`config.mk`:
```
export PLATFORM = sky130hd
export DESIGN_NAME = window_actuator_sequencer_flat
export DESIGN_NICKNAME = d
export VERILOG_FILES = /design/src/hdl/wacs_pkg.sv /design/src/hdl/wacs_item_if.sv /design/src/hdl/wacs_result_if.sv /design/src/hdl/wacs_cfg_if.sv /design/src/hdl/window_actuator_sequencer.sv /design/src/flat_wrapper.sv
export SDC_FILE = /design/constraint.sdc
export NUM_CORES = 1
export LEC_CHECK = 0
export BUFFER_PORTS_ARGS = -buffer_cell sky130_fd_sc_hd__buf_4
export CAP_MARGIN = 0
export CORE_ASPECT_RATIO = 0.6
export CORE_MARGIN = 2
export CORE_UTILIZATION = 60
export CTS_CLUSTER_DIAMETER = 30
export DETAILED_ROUTE_END_ITERATION = 10
export PLACE_DENSITY = 0.77
export SYNTH_ARGS = -nofsm -noshare
export SYNTH_HDL_FRONTEND = slang
export SYNTH_SLANG_ARGS = --single-unit
export TNS_END_PERCENT = 100
```
`constraint.sdc`:
```
create_clock -name clk -period 4.8 [get_ports clk]
set_input_delay 0 -clock clk [delete_from_list [all_inputs] [get_ports clk]]
set_output_delay 0 -clock clk [all_outputs]
set_load 0.03 [all_outputs]
```
`src/hdl/wacs_pkg.sv`:
```
package wacs_pkg;

  localparam int unsigned CFG_INDEX_W = 3;
  localparam int unsigned CFG_DATA_W  = 24;

  // register indexes of the configuration port
  typedef enum logic [CFG_INDEX_W-1:0] {
    REG_OPEN_THRESHOLD    = 3'd0,
    REG_SERVO_OPEN_WIDTH  = 3'd1,
    REG_SERVO_CLOSE_WIDTH = 3'd2,
    REG_SERVO_PERIOD      = 3'd3,
    REG_SERVO_HOLD_TICKS  = 3'd4,
    REG_PHASE_HOLD_TICKS  = 3'd5,
    REG_STEP_CYCLES       = 3'd6
  } reg_index_t;

  typedef enum logic [2:0] {
    S_IDLE        = 3'd0,
    S_OPEN_SERVO  = 3'd1,
    S_OPEN_STEP   = 3'd2,
    S_CLOSE_STEP  = 3'd3,
    S_CLOSE_SERVO = 3'd4
  } seq_state_t;

  localparam logic [11:0] OPEN_THRESHOLD_RST    = 12'd256;
  localparam logic [5:0]  SERVO_OPEN_WIDTH_RST  = 6'd3;
  localparam logic [5:0]  SERVO_CLOSE_WIDTH_RST = 6'd1;
  localparam logic [5:0]  SERVO_PERIOD_RST      = 6'd40;
  localparam logic [23:0] SERVO_HOLD_TICKS_RST  = 24'd500;
  localparam logic [15:0] PHASE_HOLD_TICKS_RST  = 16'd2;
  localparam logic [9:0]  STEP_CYCLES_RST       = 10'd250;

  localparam logic CMD_TICK   = 1'b0;
  localparam logic CMD_SAMPLE = 1'b1;

  // opening drives coils 3,2,1,0, closing drives 0,1,2,3
  function automatic logic [3:0] coil_onehot(input logic [1:0] idx, input logic opening);
    logic [1:0] sel;
    sel = opening ? ~idx : idx;
    return 4'b0001 << sel;
  endfunction

endpackage

```
`src/hdl/wacs_item_if.sv`:
```
interface wacs_item_if;
  logic        valid;
  logic        ready;
  logic        command;
  logic [11:0] sample;

  modport source (output valid, command, sample, input ready);
  modport sink (input valid, command, sample, output ready);
endinterface

```
`src/hdl/wacs_result_if.sv`:
```
interface wacs_result_if;
  logic       valid;
  logic       ready;
  logic       servo_pin;
  logic       indicator_pin;
  logic [3:0] coils;
  logic       busy_res;
  logic       is_closed;

  modport source (output valid, servo_pin, indicator_pin, coils, busy_res, is_closed,
                  input ready);
  modport sink (input valid, servo_pin, indicator_pin, coils, busy_res, is_closed,
                output ready);
endinterface

```
`src/hdl/wacs_cfg_if.sv`:
```
interface wacs_cfg_if;
  logic                         valid;
  logic                         ready;
  logic [wacs_pkg::CFG_INDEX_W-1:0] index;
  logic [wacs_pkg::CFG_DATA_W-1:0]  data;

  modport source (output valid, index, data, input ready);
  modport sink (input valid, index, data, output ready);
endinterface

```
`src/hdl/window_actuator_sequencer.sv`:
```
// window actuator sequencer: servo latch plus stepper drive for a window
//
// channels
//   items   : tick (command 0) or sensor sample (command 1, sample 12 bits)
//   results : servo_pin, indicator_pin, coils, busy_res, is_closed; exactly
//             one result transaction per item transaction
//   cfg     : register writes, index 0..6, data in the low bits; ready is
//             always high, unknown indexes are dropped
// timing
//   an item is applied in the cycle it is taken and its result sits in the
//   output register from the next cycle on; one item per cycle sustained while
//   results are taken, set by the single output register: items.ready is high
//   while that register is empty or being emptied in the same cycle
// stall
//   a stalled result holds the output register and items.ready drops until
//   the result transaction completes; no item is lost or duplicated
// reset (rst, synchronous)
//   registers return to their defaults, window reads open, sequencer idle,
//   coils off, servo and indicator low, no result pending
module window_actuator_sequencer (
  input logic clk,
  input logic rst,
  wacs_item_if.sink     items,
  wacs_result_if.source results,
  wacs_cfg_if.sink      cfg
);
  import wacs_pkg::*;

  // configuration registers
  logic [11:0] open_threshold;
  logic [5:0]  servo_open_width;
  logic [5:0]  servo_close_width;
  logic [5:0]  servo_period;
  logic [23:0] servo_hold_ticks;
  logic [15:0] phase_hold_ticks;
  logic [9:0]  step_cycles;

  // sequencer state
  seq_state_t  state, state_next;
  logic        closed_flag, closed_flag_next;
  logic [5:0]  pulse_width, pulse_width_next;
  logic [5:0]  pwm_count, pwm_count_next;
  logic [23:0] hold_timer, hold_timer_next;
  logic [9:0]  cycle_count, cycle_count_next;
  logic [1:0]  coil_index, coil_index_next;
  logic [3:0]  coil_drive, coil_drive_next;
  logic        servo_level, servo_level_next;
  logic        indicator_level, indicator_level_next;

  // output register
  logic out_valid;

  // handshake and decode
  logic item_fire;
  logic is_tick;
  logic is_idle;
  logic above;
  logic open_req;
  logic close_req;

  // shared step terms
  logic        hold_done;
  logic [1:0]  idx_inc;
  logic        idx_wrap;
  logic [9:0]  cyc_inc;
  logic        steps_done;
  logic        no_steps;
  logic [5:0]  pwm_inc;

  assign cfg.ready       = 1'b1;
  assign items.ready     = !out_valid || results.ready;
  assign item_fire       = items.valid && items.ready;
  assign is_tick         = items.command == CMD_TICK;
  assign is_idle         = state == S_IDLE;
  assign above           = items.sample > open_threshold;
  // samples only act while idle and only when they ask for a move
  assign open_req        = !is_tick && is_idle && above && closed_flag;
  assign close_req       = !is_tick && is_idle && !above && !closed_flag;

  // zero hold counts behave as one tick
  assign hold_done  = hold_timer <= 24'd1;
  assign idx_inc    = coil_index + 2'd1;
  assign idx_wrap   = idx_inc == 2'd0;
  assign cyc_inc    = cycle_count + 10'd1;
  assign steps_done = idx_wrap && (cyc_inc >= step_cycles);
  assign no_steps   = step_cycles == 10'd0;
  assign pwm_inc    = pwm_count + 6'd1;

  // configuration writes
  always_ff @(posedge clk) begin
    if (rst) begin
      open_threshold    <= OPEN_THRESHOLD_RST;
      servo_open_width  <= SERVO_OPEN_WIDTH_RST;
      servo_close_width <= SERVO_CLOSE_WIDTH_RST;
      servo_period      <= SERVO_PERIOD_RST;
      servo_hold_ticks  <= SERVO_HOLD_TICKS_RST;
      phase_hold_ticks  <= PHASE_HOLD_TICKS_RST;
      step_cycles       <= STEP_CYCLES_RST;
    end else if (cfg.valid && cfg.ready) begin
      unique case (cfg.index)
        REG_OPEN_THRESHOLD:    open_threshold    <= cfg.data[11:0];
        REG_SERVO_OPEN_WIDTH:  servo_open_width  <= cfg.data[5:0];
        REG_SERVO_CLOSE_WIDTH: servo_close_width <= cfg.data[5:0];
        REG_SERVO_PERIOD:      servo_period      <= cfg.data[5:0];
        REG_SERVO_HOLD_TICKS:  servo_hold_ticks  <= cfg.data[23:0];
        REG_PHASE_HOLD_TICKS:  phase_hold_ticks  <= cfg.data[15:0];
        REG_STEP_CYCLES:       step_cycles       <= cfg.data[9:0];
        default: ;
      endcase
    end
  end

  // next state of the move sequencer
  always_comb begin
    state_next = state;
    if (item_fire) begin
      if (is_tick) begin
        unique case (state)
          S_IDLE: state_next = S_IDLE;
          S_OPEN_SERVO: begin
            if (hold_done) state_next = no_steps ? S_IDLE : S_OPEN_STEP;
          end
          S_OPEN_STEP: begin
            if (hold_done && steps_done) state_next = S_IDLE;
          end
          S_CLOSE_STEP: begin
            if (hold_done && steps_done) state_next = S_CLOSE_SERVO;
          end
          S_CLOSE_SERVO: begin
            if (hold_done) state_next = S_IDLE;
          end
          default: state_next = S_IDLE;
        endcase
      end else if (open_req) begin
        state_next = S_OPEN_SERVO;
      end else if (close_req) begin
        // closing with no stepper cycles goes straight to the latch
        state_next = no_steps ? S_CLOSE_SERVO : S_CLOSE_STEP;
      end
    end
  end

  // datapath updates driven by the sequencer
  always_comb begin
    closed_flag_next     = closed_flag;
    pulse_width_next     = pulse_width;
    pwm_count_next       = pwm_count;
    hold_timer_next      = hold_timer;
    cycle_count_next     = cycle_count;
    coil_index_next      = coil_index;
    coil_drive_next      = coil_drive;
    servo_level_next     = servo_level;
    indicator_level_next = indicator_level;
    if (item_fire) begin
      if (is_tick) begin
        // servo pwm runs on every tick, using the width before this tick's move
        indicator_level_next = pulse_width != 6'd0;
        servo_level_next     = pwm_inc <= pulse_width;
        pwm_count_next       = (pwm_inc >= servo_period) ? 6'd0 : pwm_inc;
        unique case (state)
          S_IDLE: ;
          S_OPEN_SERVO: begin
            if (!hold_done) begin
              hold_timer_next = hold_timer - 24'd1;
            end else begin
              pulse_width_next = 6'd0;
              cycle_count_next = 10'd0;
              coil_index_next  = 2'd0;
              if (no_steps) begin
                closed_flag_next = 1'b0;
              end else begin
                coil_drive_next = coil_onehot(2'd0, 1'b1);
                hold_timer_next = {8'd0, phase_hold_ticks};
              end
            end
          end
          S_OPEN_STEP, S_CLOSE_STEP: begin
            if (!hold_done) begin
              hold_timer_next = hold_timer - 24'd1;
            end else begin
              coil_index_next = idx_inc;
              if (idx_wrap) cycle_count_next = cyc_inc;
              if (!steps_done) begin
                coil_drive_next = coil_onehot(idx_inc, state == S_OPEN_STEP);
                hold_timer_next = {8'd0, phase_hold_ticks};
              end else if (state == S_OPEN_STEP) begin
                closed_flag_next = 1'b0;
              end else begin
                // stepping done while closing: engage the latch
                pulse_width_next = servo_close_width;
                hold_timer_next  = servo_hold_ticks;
              end
            end
          end
          S_CLOSE_SERVO: begin
            if (!hold_done) begin
              hold_timer_next = hold_timer - 24'd1;
            end else begin
              pulse_width_next = 6'd0;
              closed_flag_next = 1'b1;
            end
          end
          default: ;
        endcase
      end else if (open_req) begin
        pulse_width_next = servo_open_width;
        hold_timer_next  = servo_hold_ticks;
      end else if (close_req) begin
        cycle_count_next = 10'd0;
        coil_index_next  = 2'd0;
        if (no_steps) begin
          pulse_width_next = servo_close_width;
          hold_timer_next  = servo_hold_ticks;
        end else begin
          coil_drive_next = coil_onehot(2'd0, 1'b0);
          hold_timer_next = {8'd0, phase_hold_ticks};
        end
      end
    end
  end

  always_ff @(posedge clk) begin
    if (rst) begin
      state           <= S_IDLE;
      closed_flag     <= 1'b0;
      pulse_width     <= 6'd0;
      pwm_count       <= 6'd0;
      hold_timer      <= 24'd0;
      cycle_count     <= 10'd0;
      coil_index      <= 2'd0;
      coil_drive      <= 4'd0;
      servo_level     <= 1'b0;
      indicator_level <= 1'b0;
    end else begin
      state           <= state_next;
      closed_flag     <= closed_flag_next;
      pulse_width     <= pulse_width_next;
      pwm_count       <= pwm_count_next;
      hold_timer      <= hold_timer_next;
      cycle_count     <= cycle_count_next;
      coil_index      <= coil_index_next;
      coil_drive      <= coil_drive_next;
      servo_level     <= servo_level_next;
      indicator_level <= indicator_level_next;
    end
  end

  // result register: loaded with the post-item state on every item transaction
  always_ff @(posedge clk) begin
    if (rst) begin
      out_valid <= 1'b0;
    end else if (item_fire) begin
      out_valid <= 1'b1;
    end else if (results.ready) begin
      out_valid <= 1'b0;
    end
  end

  always_ff @(posedge clk) begin
    if (item_fire) begin
      results.servo_pin     <= servo_level_next;
      results.indicator_pin <= indicator_level_next;
      results.coils         <= coil_drive_next;
      results.busy_res      <= state_next != S_IDLE;
      results.is_closed     <= closed_flag_next;
    end
  end

  assign results.valid = out_valid;

`ifndef SYNTH
  // an accepted open request always starts the unlatch phase
  a_open_starts: assert property (@(posedge clk) disable iff (rst)
    item_fire && open_req |=> state == S_OPEN_SERVO)
    else $error("open request did not start the servo unlatch");

  // samples taken while a move runs leave the sequencer alone
  a_busy_sample_ignored: assert property (@(posedge clk) disable iff (rst)
    item_fire && !is_tick && !is_idle |=> state == $past(state) &&
      hold_timer == $past(hold_timer))
    else $error("sample disturbed a running move");

  // exactly one coil is driven while stepping
  a_one_coil: assert property (@(posedge clk) disable iff (rst)
    (state == S_OPEN_STEP || state == S_CLOSE_STEP) |-> $onehot(coil_drive))
    else $error("coil drive not one-hot while stepping");

  // a pending result is never overwritten without being taken
  a_no_overrun: assert property (@(posedge clk) disable iff (rst)
    out_valid && !results.ready |-> !item_fire)
    else $error("item accepted over a stalled result");
`endif

endmodule
```
`src/flat_wrapper.sv`:
```
// flat-port wrapper written by rule: the top's interface ports become plain ports
module window_actuator_sequencer_flat import wacs_pkg::*;
  (clk, rst, items_valid, items_command, items_sample, items_ready, results_valid, results_servo_pin, results_indicator_pin, results_coils, results_busy_res, results_is_closed, results_ready, cfg_valid, cfg_index, cfg_data, cfg_ready);
  wacs_item_if items_i ();
  wacs_result_if results_i ();
  wacs_cfg_if cfg_i ();
  input logic clk;
  input logic rst;
  input wire logic [$bits(items_i.valid)-1:0] items_valid;
  input wire logic [$bits(items_i.command)-1:0] items_command;
  input wire logic [$bits(items_i.sample)-1:0] items_sample;
  output wire logic [$bits(items_i.ready)-1:0] items_ready;
  output wire logic [$bits(results_i.valid)-1:0] results_valid;
  output wire logic [$bits(results_i.servo_pin)-1:0] results_servo_pin;
  output wire logic [$bits(results_i.indicator_pin)-1:0] results_indicator_pin;
  output wire logic [$bits(results_i.coils)-1:0] results_coils;
  output wire logic [$bits(results_i.busy_res)-1:0] results_busy_res;
  output wire logic [$bits(results_i.is_closed)-1:0] results_is_closed;
  input wire logic [$bits(results_i.ready)-1:0] results_ready;
  input wire logic [$bits(cfg_i.valid)-1:0] cfg_valid;
  input wire logic [$bits(cfg_i.index)-1:0] cfg_index;
  input wire logic [$bits(cfg_i.data)-1:0] cfg_data;
  output wire logic [$bits(cfg_i.ready)-1:0] cfg_ready;
  assign items_i.valid = items_valid;
  assign items_i.command = items_command;
  assign items_i.sample = items_sample;
  assign items_ready = items_i.ready;
  assign results_valid = results_i.valid;
  assign results_servo_pin = results_i.servo_pin;
  assign results_indicator_pin = results_i.indicator_pin;
  assign results_coils = results_i.coils;
  assign results_busy_res = results_i.busy_res;
  assign results_is_closed = results_i.is_closed;
  assign results_i.ready = results_ready;
  assign cfg_i.valid = cfg_valid;
  assign cfg_i.index = cfg_index;
  assign cfg_i.data = cfg_data;
  assign cfg_ready = cfg_i.ready;
  window_actuator_sequencer u_core (.clk(clk), .rst(rst), .items(items_i), .results(results_i), .cfg(cfg_i));
endmodule
```
Yosys cells after proc, flatten, opt, wreduce, memory -nomap -nowiden. Cells that the tools add are included.

Input port bits: 45. Bits in registers: 147. Output and inout port bits: 11. Word-level logic and storage cells: 165.

Shift-type cells: 1. Reductions and logical operators: 36. $add $sub $neg: 4. Equality and inequality tests: 23. $lt $le $gt $ge: 5. Muxes and demuxes: 71. Bitwise operators: 2.

Operators by type and width (number): $mux W24 (10); $pmux W24 S3 (1); $mux W10 (6); $mux W6 (9); $mux W4 (9); $mux W3 (9); $le A24 B1 Y1 const B (1); $sub A24 B1 Y24 const B (1); $pmux W10 S2 (1); $reduce_and A2 Y1 (8); $mux W1 (14); $mux W2 (7); $eq A3 B2 Y1 const B (4); $eq A3 B3 Y1 const B (4); $gt A12 B12 Y1 (1); $ne A3 B2 Y1 const B (4); $pmux W3 S4 (1); $pmux W6 S2 (1); $reduce_and A6 Y1 (2); $add A10 B1 Y10 const B (1); $ge A10 B10 Y1 (1); $logic_not A10 Y1 (1); $ne A3 B1 Y1 const B (3); $reduce_bool A3 Y1 (3); 27 further kinds (40).

Logic depth before layout (Yosys ltp). Gate-level depths: netlist of the first run.

Depth in word-level cells: 9. Mapped depth: 15. Mapped depth without buffers: 14.

Worst setup path after synthesis of the first run. OpenSTA, ideal clock, no wires.

Path kind: register to register. Start: register u_core.cycle_count[2]. End: register u_core.hold_timer[12]. Setup time: 0.086 ns. Path slack: 1.561 ns. Data required time: 4.714 ns. Period minus slack after synthesis: 3.239 ns. Arrival time: 3.153 ns. Path buffers: 1. Cell stages (with the launch flop): 16. Path through: dfxtp_1 > and3_1 > and3_1 > and3_1 > nand3_1 > xnor2_1 > ha_1 > a21oi_1 > o21ai_0 > a21oi_1 > a21oi_1 > a311oi_1 > o311a_1 > clkbuf_1 > nor2_1 > a211oi_1.

Word-level cells in the longest chain between the ends: 7. Elaborated cells on any way between the ends: 9. Those cells by class: 1 x add/sub; 1 x order compare; 1 x eq/ne; 4 x mux; 2 x reduce/logical.

RTL lines: start: declaration (line window_actuator_sequencer.sv:44) `logic [9:0] cycle_count, cycle_count_next;`; start signal: assignment (line window_actuator_sequencer.sv:240) `cycle_count <= cycle_count_next;`; $add A10 B1 Y10 (*) (line window_actuator_sequencer.sv:84) `assign cyc_inc = cycle_count + 10'd1;`; $ge A10 B10 Y1 (*) (line window_actuator_sequencer.sv:85) `assign steps_done = idx_wrap && (cyc_inc >= step_cycles);`; $logic_and A1 B1 Y1 (*) (line window_actuator_sequencer.sv:85); $mux W24 (line window_actuator_sequencer.sv:183) `if (!steps_done) begin`; $mux W24 (line window_actuator_sequencer.sv:178) `if (!hold_done) begin`; $pmux W24 S3 (line window_actuator_sequencer.sv:160) `unique case (state)`; $mux W24 (line window_actuator_sequencer.sv:155) `if (is_tick) begin`; end signal: assignment (line window_actuator_sequencer.sv:239) `hold_timer <= hold_timer_next;`; end: declaration (line window_actuator_sequencer.sv:43) `logic [23:0] hold_timer, hold_timer_next;`.

Every way passes the cells marked *; elsewhere a longest branch is shown, timed or not. A chain may end at the register's enable or synchronous reset.

Worst setup path after layout of the first run.
Start: register u_core.cycle_count[2]. End: register u_core.hold_timer[17].

Same word-level chain as after synthesis.

==> results of run 1 <==
-- cells in the final DEF, fill, tap and decap left out, types with 8 or more instances in the layout --
cell and count:
sky130_fd_sc_hd__a21oi_1 100, sky130_fd_sc_hd__a211oi_1 30, sky130_fd_sc_hd__nand3_1 30, sky130_fd_sc_hd__nor2b_1 16
sky130_fd_sc_hd__xor2_1 11, sky130_fd_sc_hd__dlygate4sd3_1 26, sky130_fd_sc_hd__nor2_1 74, sky130_fd_sc_hd__buf_4 63
sky130_fd_sc_hd__nand2_1 163, sky130_fd_sc_hd__edfxtp_1 8, sky130_fd_sc_hd__o21ai_0 36, sky130_fd_sc_hd__xnor2_1 13
sky130_fd_sc_hd__and2_1 8, sky130_fd_sc_hd__clkbuf_16 17, sky130_fd_sc_hd__a221oi_1 12, sky130_fd_sc_hd__nand2b_1 12
sky130_fd_sc_hd__dfxtp_1 139, sky130_fd_sc_hd__and3_1 17, sky130_fd_sc_hd__nor3_1 18, sky130_fd_sc_hd__inv_1 40
sky130_fd_sc_hd__o211ai_1 13, sky130_fd_sc_hd__mux2i_1 18, sky130_fd_sc_hd__ha_1 39
-- where the power goes --
group / total [mW] / internal [mW] / switching [mW]
Clock: 1.36 / 0.780 / 0.576
Sequential: 1.31 / 1.27 / 0.0378
Combinational: 0.533 / 0.212 / 0.321
-- layer usage --
layer | part of all wire (%) | vias to the layer above
met3 | 9.2 | 37
met4 | 1.5 | 0
met5 | 0 | -
met2 | 40 | 322
li1 | - | 3553
met1 | 49 | 3396
-- registers in the layout (all words and copies together) (netlist names), 10 cells and up --
register                 cells
u_core.open_threshold       12
u_core.hold_timer           24
u_core.step_cycles          10
u_core.phase_hold_ticks     16
u_core.cycle_count          10
u_core.servo_hold_ticks     24
-- stage by stage --
| step | hold slack, ps | util (%) | instances | total power, mW |
|---|---|---|---|---|
| finish | 34.6 | 71.4 | 1200 | 3.20 |
| global route | 50.0 | 71.4 | 1200 | 3.32 |
| CTS | 25.2 | 71.4 | 1200 | 3.19 |
| detailed placement | 253 | 64.7 | 1142 | 1.84 |
| global placement | 249 | 64.7 | 1142 | 1.83 |
| floorplan | 124 | - | 959 | 1.70 |
-- worst max-delay path: stages (launching register included) --
cell and delay, ps:
sky130_fd_sc_hd__dfxtp_1 390, sky130_fd_sc_hd__and3_1 270, sky130_fd_sc_hd__and3_1 260, sky130_fd_sc_hd__and3_1 270
sky130_fd_sc_hd__nand3_1 120, sky130_fd_sc_hd__xnor2_1 200, sky130_fd_sc_hd__ha_1 280, sky130_fd_sc_hd__a21oi_1 130
sky130_fd_sc_hd__o21ai_0 100, sky130_fd_sc_hd__a21oi_1 240, sky130_fd_sc_hd__a21oi_1 230, sky130_fd_sc_hd__a311oi_1 430
sky130_fd_sc_hd__o311ai_2 450, sky130_fd_sc_hd__o211ai_1 310, sky130_fd_sc_hd__o31ai_1 110
-- cell families after synthesis --
group	after synthesis	share of synthesized area, %
mux	18	2.31
xor+xnor	24	2.70
simple gates	381	23.3
buf+inv	92	4.77
compound gates	257	21.7
other cells	1	0.0482
flops	147	38.8
fa+ha+maj	39	6.27
-- path summary, 6_finish.rpt --
| kind | from | to | slack (ps) | cells after the start |
|---|---|---|---|---|
| worst max-delay path | u_core.cycle_count[2]$_SDFFE_PP0P_ | u_core.hold_timer[17]$_SDFFE_PP0P_ | 860 | 14 |
| worst min-delay path | rst | u_core.servo_close_width[5]$_SDFFE_PP0P_ | 30 | 2 |
| worst min register to register | u_core.servo_hold_ticks[17]$_SDFFE_PP0P_ | u_core.servo_hold_ticks[17]$_SDFFE_PP0P_ | 460 | 2 |
| worst max register to register | u_core.cycle_count[2]$_SDFFE_PP0P_ | u_core.hold_timer[17]$_SDFFE_PP0P_ | 860 | 14 |
-- what timing repair did --
| action | in CTS | in global routing |
|---|---|---|
| buffers inserted | 0 | 0 |
| endpoints found under the hold margin | 81 | 0 |
| hold buffers | 26 | 0 |
-- area by class of cell --
class | count | area [µm²] | area share [%]
clock inverters | 15 | 171 | 1.88
clock buffers | 17 | 425 | 4.66
inverters | 42 | 158 | 1.73
well taps | 170 | 213 | 2.33
repair buffers | 89 | 733 | 8.04
multi-input cells | 720 | 4400 | 48.2
flip-flops and latches | 147 | 3020 | 33.1
==> results.rst, run 1 <==
.. list-table::
   :header-rows: 1

   * - Metric
     - Value
   * - Met2 usage
     - 44.0%
   * - Per-cell routed wire length
     - between 15 and 20 µm
   * - Setup Viol. Count Final
     - 0
   * - Type of element launching the critical path
     - flop
   * - Global router's overall resource usage
     - about a third
   * - Most area-hungry cell type in the Yosys netlist
     - sky130_fd_sc_hd__dfxtp_1
   * - Sinks on Clock Net
     - 147
   * - Effective utilization at floorplan
     - 60.9%
   * - Warnings from Yosys
     - 0
   * - DP HPWL
     - 14400 µm
   * - Final clock period utilization by the worst path
     - between 80 and 90%
   * - Sequential cell area fraction in the yosys report
     - 38.8%
   * - Peak-usage layer in the global routing report
     - met1
   * - Total number of placement rows
     - 32
   * - H-tree depth reported by CTS
     - 4
   * - Nets in the synthesized netlist
     - 1043
   * - M1 GR Usage
     - 48.9%
   * - Vias per inst
     - 6.09
   * - Root Driver
     - sky130_fd_sc_hd__clkbuf_16
   * - Worst Path Arrival
     - 4210 ps
   * - Layout cell share with drive strength beyond 1
     - a little under an eighth
   * - Vertical die dimension
     - 92.2 µm
   * - Leakage dissipation
     - 3.65 nW
   * - Detailed Route Iter0 Violations
     - roughly 720
   * - CTS buffer count
     - 17
   * - Measured slew at the worst slew-check pin
     - 1200 ps
   * - Die X
     - 151 µm
   * - Number of global-route vias before repair
     - just under 7000
   * - Total power divided by cell area
     - 351 nW/µm²
   * - Post-layout min period
     - 3940 ps
   * - Least setup slack across all paths after layout
     - 857 ps
   * - Met3 demand-to-capacity share in global routing
     - 7.96%
   * - Clock network latency to the later pin of the worst-skew pair
     - 430 ps
   * - Gates resized, CTS repair
     - 0
   * - Crit Path Category
     - flop to flop
   * - Clock-pin slew of the registers on the worst-case setup and hold paths
     - 70 ps
   * - Most used flip-flop cell after synthesis
     - sky130_fd_sc_hd__dfxtp_1
   * - Antenna violations before repair
     - 0
   * - Final weighted congestion of routability-driven global placement
     - 0.949
   * - Final-report max-slew violation count
     - 0
   * - Number of filler instances in the final layout
     - 1050
   * - Hold Fails Final Rpt
     - 0
   * - Worst setup EP type
     - flop
   * - Antenna Nets Post-Route
     - 0
   * - Maximum clock insertion buffer count
     - 2
   * - Synth area leaders
     - sky130_fd_sc_hd__dfxtp_1 (36%), sky130_fd_sc_hd__nand2_1 (7.9%), sky130_fd_sc_hd__a21oi_1 (6.4%), sky130_fd_sc_hd__ha_1 (6.3%), sky130_fd_sc_hd__nor2_1 (3.6%)
   * - Share of synthesized flip-flops with an asynchronous set or reset
     - 0%
   * - Residual overflow from global routing
     - 0
   * - Fmax
     - 254 MHz
   * - Commonest cells in the synthesized netlist
     - sky130_fd_sc_hd__nand2_1 (163), sky130_fd_sc_hd__dfxtp_1 (139), sky130_fd_sc_hd__a21oi_1 (100), sky130_fd_sc_hd__nor2_1 (75), sky130_fd_sc_hd__inv_1 (40)
   * - VDD IR max
     - 0.235 mV
   * - Detailed-route wire length
     - 21300 µm
   * - Number of port buffers
     - 54
   * - Worst setup timing slack at the placement stage
     - 1060 ps
   * - Worst clock skew on the final layout
     - 14.2 ps
   * - Setup TNS
     - 0 ps
   * - Number of remaining DRC errors
     - 0
   * - TritonCTS clock tree
     - built
   * - Wire length of the first global-routing pass
     - 35000 µm
   * - Average instance area after synthesis
     - 8.12 µm²
   * - Max_cap viols
     - 0
   * - Via count of the routed design
     - 7308
   * - Maximum net fanout on the critical path
     - 17
   * - Class of the most critical hold timing path
     - input port to flop
   * - Number of distinct standard cells referenced by the synthesized netlist
     - between 70 and 80
   * - Yosys top cell area share
     - about 36%
   * - Largest net degree at the start of global routing
     - 67
   * - Worst slew margin
     - 19.9%
   * - Mapped cell area
     - approximately 7800 µm²
   * - Final antenna diode count
     - 0
   * - Gate count of the mapped netlist
     - approximately 960
   * - Setup repair after global routing missed its margin
     - no
   * - Post-Place Cell Area
     - a little over 8000 µm²
   * - Outcome
     - complete, no violations
   * - Critical Path RT
     - 5070 ps
   * - Final std cell area, no fill
     - 9120 µm²
   * - 1st-pass router iterations
     - 6
   * - Number of top-level design ports
     - 56
   * - Die area
     - 13900 µm²
   * - Register bit count reported by yosys
     - 147
   * - Count leader, synth
     - sky130_fd_sc_hd__nand2_1
   * - Final nets
     - ~1100
   * - Area growth from synthesis to layout
     - 17.2%
   * - Number of enable flip-flop cells after synthesis
     - 8
   * - Area inside the core boundary
     - 12800 µm²
No activity file was read; power rests on OpenSTA's default activity.
==> run 2: changes to the inputs <==
==> constraint.sdc (replaced) <==
create_clock -name clk -period 4.1 [get_ports clk]
set_input_delay 0 -clock clk [delete_from_list [all_inputs] [get_ports clk]]
set_output_delay 0 -clock clk [all_outputs]
set_load 0.03 [all_outputs]
==> run 2 against run 1 <==
Global-route usage is 0.33 points lower. Final cell count grew 0.33%. Combinational power up 19%. Count of clock-buffer cells in the layout is the same. Critical path type unchanged. Largest power group unchanged.
==> results.rst, run 2 (synthesis results as in run 1) <==
.. list-table::
   :header-rows: 1

   * - Metric
     - Value
   * - Outcome
     - complete, no violations
   * - Setup TNS
     - 0 ps
   * - Largest stage delay on the critical path
     - slightly below 400 ps
   * - Leading cell type in the layout, fill and taps excluded
     - sky130_fd_sc_hd__nand2_1
   * - Residual overflow from global routing
     - 0
   * - Number of filler instances in the final layout
     - between 1000 and 1500
   * - Post-layout min period
     - between 3000 and 4000 ps
   * - Antenna violations before repair
     - 0
   * - Number of port buffers
     - 54
   * - Commonest non-fill, non-tap cells in the layout
     - sky130_fd_sc_hd__nand2_1 (163), sky130_fd_sc_hd__dfxtp_1 (139), sky130_fd_sc_hd__a21oi_1 (100)
   * - Worst slew margin
     - 23.5%
   * - Effective utilization at floorplan
     - 60.9%
   * - Origin of the critical flop-to-flop path
     - u_core.cycle_count[0]$_SDFFE_PP0P_
   * - Number of top-level design ports
     - between 50 and 60
   * - Final-report max-slew violation count
     - 0
   * - Critical-path top delay cell
     - sky130_fd_sc_hd__dfxtp_1
   * - TritonCTS clock tree
     - built
   * - Vias per inst
     - 6.06
   * - Layout cell share with drive strength beyond 1
     - 11.7%
   * - Worst setup EP type
     - flop
   * - Antenna Nets Post-Route
     - 0
   * - Type of element launching the critical path
     - flop
   * - Leakage dissipation
     - 3.67 nW
   * - Vertical die dimension
     - between 90 and 100 µm
   * - Number of global-route vias before repair
     - around 6600
   * - Per-cell routed wire length
     - 17.6 µm
   * - Final antenna diode count
     - 0
   * - CTS buffer count
     - 17
   * - Root Driver
     - sky130_fd_sc_hd__clkbuf_16
   * - Number of remaining DRC errors
     - 0
   * - Detailed-route wire length
     - 21200 µm
   * - Clock network latency to the later pin of the worst-skew pair
     - 430 ps
   * - VDD IR max
     - 0.258 mV
   * - Max_cap viols
     - 0
   * - Final clock period utilization by the worst path
     - 90.4%
   * - Wire length of the first global-routing pass
     - 34600 µm
   * - Measured slew at the worst slew-check pin
     - between 1000 and 1500 ps
   * - Clock-pin slew of the registers on the worst-case setup and hold paths
     - around 60 ps
   * - DP HPWL
     - 14400 µm
   * - Maximum net fanout on the critical path
     - 31
   * - Critical Path RT
     - 4440 ps
   * - Total power divided by cell area
     - 410 nW/µm²
   * - Worst Path Arrival
     - 4040 ps
   * - Largest net degree at the start of global routing
     - 60
   * - Fmax
     - 270 MHz
   * - Setup Viol. Count Final
     - 0
   * - Final weighted congestion of routability-driven global placement
     - around 0.93
   * - Placed Instances
     - 1146
   * - Crit Path Category
     - flop to flop
   * - Die X
     - 151 µm
   * - Hold Fails Final Rpt
     - 0
   * - Area growth from synthesis to layout
     - 17.8%
   * - Total number of placement rows
     - 32
   * - Detailed Route Iter0 Violations
     - 705
   * - Via count of the routed design
     - between 7000 and 8000
   * - Global router's overall resource usage
     - 31.7%
   * - Worst hold start
     - cfg_index[1]
   * - 1st-pass router iterations
     - 6
   * - Die area
     - 13900 µm²
   * - Sinks on Clock Net
     - approximately 150
   * - Class of the most critical hold timing path
     - input port to flop
   * - Critical path origin
     - u_core.cycle_count[0]$_SDFFE_PP0P_
   * - Critical-path cell list
     - ha_1, and3_1, and3_1, nand3_1, xnor2_1, ha_1, nand2_1, o21ai_0, a21oi_1, a21oi_1, a311oi_2, o311a_1, buf_6, nor2_1, a211oi_1
   * - Setup repair after global routing missed its margin
     - no
   * - Post-route insts no fill
     - 1204
   * - Worst clock skew on the final layout
     - 9.37 ps
   * - Maximum clock insertion buffer count
     - 2
   * - Final nets
     - 1105
   * - H-tree depth reported by CTS
     - 4
   * - Registers with the most flip-flops
     - u_core.hold_timer x24, u_core.servo_hold_ticks x24, u_core.phase_hold_ticks x16
   * - Area inside the core boundary
     - 12800 µm²
   * - Overall power after layout
     - 3.76 mW
-- run 2: cell types whose count changed in the layout (fill, tap and decap cells not counted) --
cell                         before  now
sky130_fd_sc_hd__a311oi_1         2    1
sky130_fd_sc_hd__a311oi_2         0    1
sky130_fd_sc_hd__buf_4           63   66
sky130_fd_sc_hd__buf_6            0    1
sky130_fd_sc_hd__clkinv_4         5    3
sky130_fd_sc_hd__clkinvlp_4       1    2
sky130_fd_sc_hd__inv_6            3    4
sky130_fd_sc_hd__o311ai_2         1    0
sky130_fd_sc_hd__o311ai_4         0    1
-- run 2: cell type report --
type | count | area (µm²) | share of cell area, %
Timing Repair Buffer | 93 | 767 | 8.36
Sequential cell | 147 | 3020 | 33.0
Multi-Input combinational cell | 720 | 4420 | 48.1
Inverter | 42 | 158 | 1.72
Tap cell | 170 | 213 | 2.32
Clock inverter | 15 | 170 | 1.86
Clock buffer | 17 | 425 | 4.64
-- run 2: per-stage QoR --
stage               area, µm²  setup WS [ps]  hold WS, ps  utilization, %
global placement         8300            489          249            64.9
global route             9170           68.3         83.5            71.8
finish                   9170            393         50.4            71.8
floorplan                7780            861          124               -
detailed placement       8300            313          258            64.9
CTS                      9150            301         51.4            71.6
-- run 2: final timing paths --
| kind | end | slack [ps] | depth (start not counted) |
|---|---|---|---|
| max | u_core.hold_timer[6]$_SDFFE_PP0P_ | 390 | 15 |
| min | u_core.step_cycles[9]$_SDFFE_PP0P_ | 50 | 4 |
| max reg2reg | u_core.hold_timer[6]$_SDFFE_PP0P_ | 390 | 15 |
| min reg2reg | u_core.open_threshold[7]$_SDFFE_PP0P_ | 460 | 2 |
-- run 2: timing repair --
item,in CTS,in global routing
setup buffers,0,0
setup endpoints to repair,0,8
resized for setup,0,3
hold endpoints to repair,81,0
hold buffers,26,0
-- run 2: layer usage --
metal	wire length, µm	part of all wire (%)	vias up	global-route usage, %
met4	174	0.82	0	6.15
met5	0	0	-	0
met3	2110	9.9	23	7.16
met2	8680	41	344	44.5
met1	10300	48	3381	49.4
li1	-	-	3552	-
-- run 2: critical path: cells and delay by family, from the launching register on --
family,cells,cell delay (ps)
compound gates,6,1340
simple gates,5,860
fa+ha+maj,2,520
flops,1,390
xor+xnor,1,240
buf+inv,1,240
-- run 2: power by group --
part / total [mW] / switching (mW) / leakage, nW / internal, mW
Sequential: 1.54 / 0.0447 / 1.21 / 1.49
Clock: 1.58 / 0.671 / 0.289 / 0.913
Combinational: 0.635 / 0.381 / 2.17 / 0.254
Total: 3.76 / 1.10 / 3.67 / 2.66
==> run 3: changes to the inputs <==
--- a/config.mk
+++ b/config.mk
@@ -5,7 +5,7 @@
 export SDC_FILE = /design/constraint.sdc
 export NUM_CORES = 1
 export LEC_CHECK = 0
-export BUFFER_PORTS_ARGS = -buffer_cell sky130_fd_sc_hd__buf_4
+export BUFFER_PORTS_ARGS = -buffer_cell sky130_fd_sc_hd__buf_2
 export CAP_MARGIN = 0
 export CORE_ASPECT_RATIO = 0.6
 export CORE_MARGIN = 2
==> run 3 against run 2 <==
Sequential share of layout area increased by 0.54 points. Clock power decreased by 3%. Count of clock-buffer cells in the layout increased by 1.
==> results.rst, run 3 (synthesis results as in run 1) <==
.. list-table::
   :header-rows: 1

   * - Metric
     - Value
   * - Outcome
     - complete, no violations
   * - Final std cell area, no fill
     - 9020 µm²
   * - Effective utilization at floorplan
     - 60.9%
   * - Die X
     - roughly 150 µm
   * - Footprint of the flip-flops and latches
     - 3020 µm²
   * - Area inside the core boundary
     - 12800 µm²
   * - Root Driver
     - sky130_fd_sc_hd__clkbuf_16
   * - Reg power frac
     - 41.6%
   * - Detailed Route Iter0 Violations
     - 825
   * - Worst Path Arrival
     - 4140 ps
   * - Area growth from synthesis to layout
     - 15.9%
   * - Wire length of the first global-routing pass
     - 34400 µm
   * - Largest stage delay on the critical path
     - approximately 430 ps
   * - Net Switching
     - 1.08 mW
   * - Number of cells on the worst hold path
     - 2
   * - Maximum clock insertion buffer count
     - 2
   * - Post-layout min period
     - 3820 ps
   * - Total power divided by cell area
     - 408 nW/µm²
   * - Leading cell type in the layout, fill and taps excluded
     - sky130_fd_sc_hd__nand2_1
   * - Setup Viol. Count Final
     - 0
   * - Leakage dissipation
     - 3.61 nW
   * - Setup repair after global routing missed its margin
     - no
   * - Portion of total power attributed to the clock network
     - around two fifths
   * - Number of remaining DRC errors
     - 0
   * - Worst slew margin
     - 26.3%
   * - Global router's overall resource usage
     - a little under a third
   * - Antenna violations before repair
     - 0
   * - Crit Path Category
     - flop to flop
   * - TritonCTS clock tree
     - built
   * - Via count of the routed design
     - 7286
   * - Post-route insts no fill
     - 1203
   * - Number of global-route vias before repair
     - 6617
   * - VDD IR max
     - 0.244 mV
   * - Final weighted congestion of routability-driven global placement
     - 0.909
   * - Layout cell share with drive strength beyond 1
     - approximately 12%
   * - Critical-path top delay cell
     - sky130_fd_sc_hd__a311oi_2
   * - Number of filler instances in the final layout
     - just over 1000
   * - Number of top-level design ports
     - 56
   * - Commonest non-fill, non-tap cells in the layout
     - sky130_fd_sc_hd__nand2_1 (163), sky130_fd_sc_hd__dfxtp_1 (139), sky130_fd_sc_hd__a21oi_1 (100)
   * - Largest net degree at the start of global routing
     - 61
   * - Worst clock skew on the final layout
     - 11.7 ps
   * - CTS buffer count
     - 17
   * - R2r worst-path depth
     - 15
   * - Max_cap viols
     - 0
   * - Setup TNS
     - 0 ps
   * - Clock-pin slew of the registers on the worst-case setup and hold paths
     - 60 ps
   * - Combined area of the multi-input logic cells
     - 4420 µm²
   * - 1st-pass router iterations
     - 6
   * - Clock network latency to the later pin of the worst-skew pair
     - 420 ps
   * - Number of port buffers
     - 54
   * - Combinational Power Share
     - 16.8%
   * - Type of element launching the critical path
     - flop
   * - Worst setup EP type
     - flop
   * - DP HPWL
     - between 10000 and 15000 µm
   * - Switching portion of total power
     - just under 30%
   * - Final antenna diode count
     - 0
   * - Registers with the most flip-flops
     - u_core.hold_timer x24, u_core.servo_hold_ticks x24, u_core.phase_hold_ticks x16
   * - Vertical die dimension
     - about 92 µm
   * - Die area
     - 13900 µm²
   * - Fmax
     - 262 MHz
   * - Worst hold slack
     - 101 ps
   * - Measured slew at the worst slew-check pin
     - 1100 ps
   * - Total number of placement rows
     - 32
   * - Final nets
     - 1104
   * - Critical Path RT
     - 4430 ps
   * - Maximum net fanout on the critical path
     - 31
   * - Vias per inst
     - 6.06
   * - H-tree depth reported by CTS
     - 4
   * - Overall power after layout
     - 3.68 mW
   * - Final clock period utilization by the worst path
     - a little over 90%
   * - Sinks on Clock Net
     - roughly 150
   * - Placed Instances
     - 1145
   * - Worst reg-to-reg setup slack
     - around 280 ps
   * - Class of the most critical hold timing path
     - input port to flop
   * - Internal power of the cells
     - roughly 2.6 mW
   * - Hold Fails Final Rpt
     - 0
   * - Antenna Nets Post-Route
     - 0
   * - Final-report max-slew violation count
     - 0
   * - Critical-path cell list
     - and3_1, and3_1, and3_1, nand3_1, xnor2_1, ha_1, a21oi_1, o21ai_0, a21oi_1, a21oi_1, a311oi_2, o311a_1, buf_6, nor2_1, a311oi_1
   * - Detailed-route wire length
     - 21000 µm
   * - Post-Place Cell Area
     - 8160 µm²
   * - Residual overflow from global routing
     - 0
   * - Per-cell routed wire length
     - 17.5 µm
[run 3: worst max-delay path, delay by kind of cell (launching register included)]
family                     cells  cell delay (ps)
and+or+nand+nor                5              950
xor gates and xnor gates       1              210
adders and majority gates      1              280
AOI/OAI and AO/OA              7             1630
buffers and inverters          1              240
DFF                            1              400
[run 3: final timing paths]
check                                                               from                                  endpoint
worst min register to register  u_core.servo_hold_ticks[18]$_SDFFE_PP0P_  u_core.servo_hold_ticks[18]$_SDFFE_PP0P_
worst min-delay path                                                 rst  u_core.servo_hold_ticks[19]$_SDFFE_PP0P_
worst max-delay path                  u_core.cycle_count[0]$_SDFFE_PP0P_         u_core.hold_timer[8]$_SDFFE_PP0P_
worst max register to register        u_core.cycle_count[0]$_SDFFE_PP0P_         u_core.hold_timer[8]$_SDFFE_PP0P_
[run 3: layout make-up]
type | count | area share, %
repair buffers | 92 | 6.95
clock buffers | 18 | 4.87
flip-flops and latches | 147 | 33.5
well taps | 170 | 2.36
clock inverters | 14 | 1.55
multi-input cells | 720 | 49.0
inverters | 42 | 1.75
[run 3: repair_timing]
item / 4_1_cts / 5_1_grt
gates resized for setup: 0 / 4
endpoints found under the hold margin: 80 / 0
setup endpoints to repair: 0 / 19
setup buffers: 0 / 0
hold buffers: 26 / 0
[run 3: power by group through the flow]
stage / clock network [mW] / registers [mW] / logic [mW]
floorplan: 0 / 1.56 / 0.423
global placement: 0 / 1.56 / 0.569
detailed placement: 0 / 1.56 / 0.577
CTS: 1.55 / 1.53 / 0.601
global route: 1.62 / 1.54 / 0.680
finish: 1.53 / 1.53 / 0.618
[run 3: per-layer routing]
layer | GRT usage, % | up-vias | routed length [µm]
met4 | 7.71 | 0 | 294
met2 | 44.3 | 307 | 8460
met3 | 7.16 | 32 | 1880
li1 | - | 3557 | -
met5 | 0 | - | 0
met1 | 48.0 | 3390 | 10400
[run 3: through the flow]
step	setup slack [ps]	utilization, %
2_1_floorplan	861	-
3_3_place_gp	361	63.9
3_5_place_dp	305	63.9
4_1_cts	265	70.4
5_1_grt	15.6	70.7
6_report	284	70.7
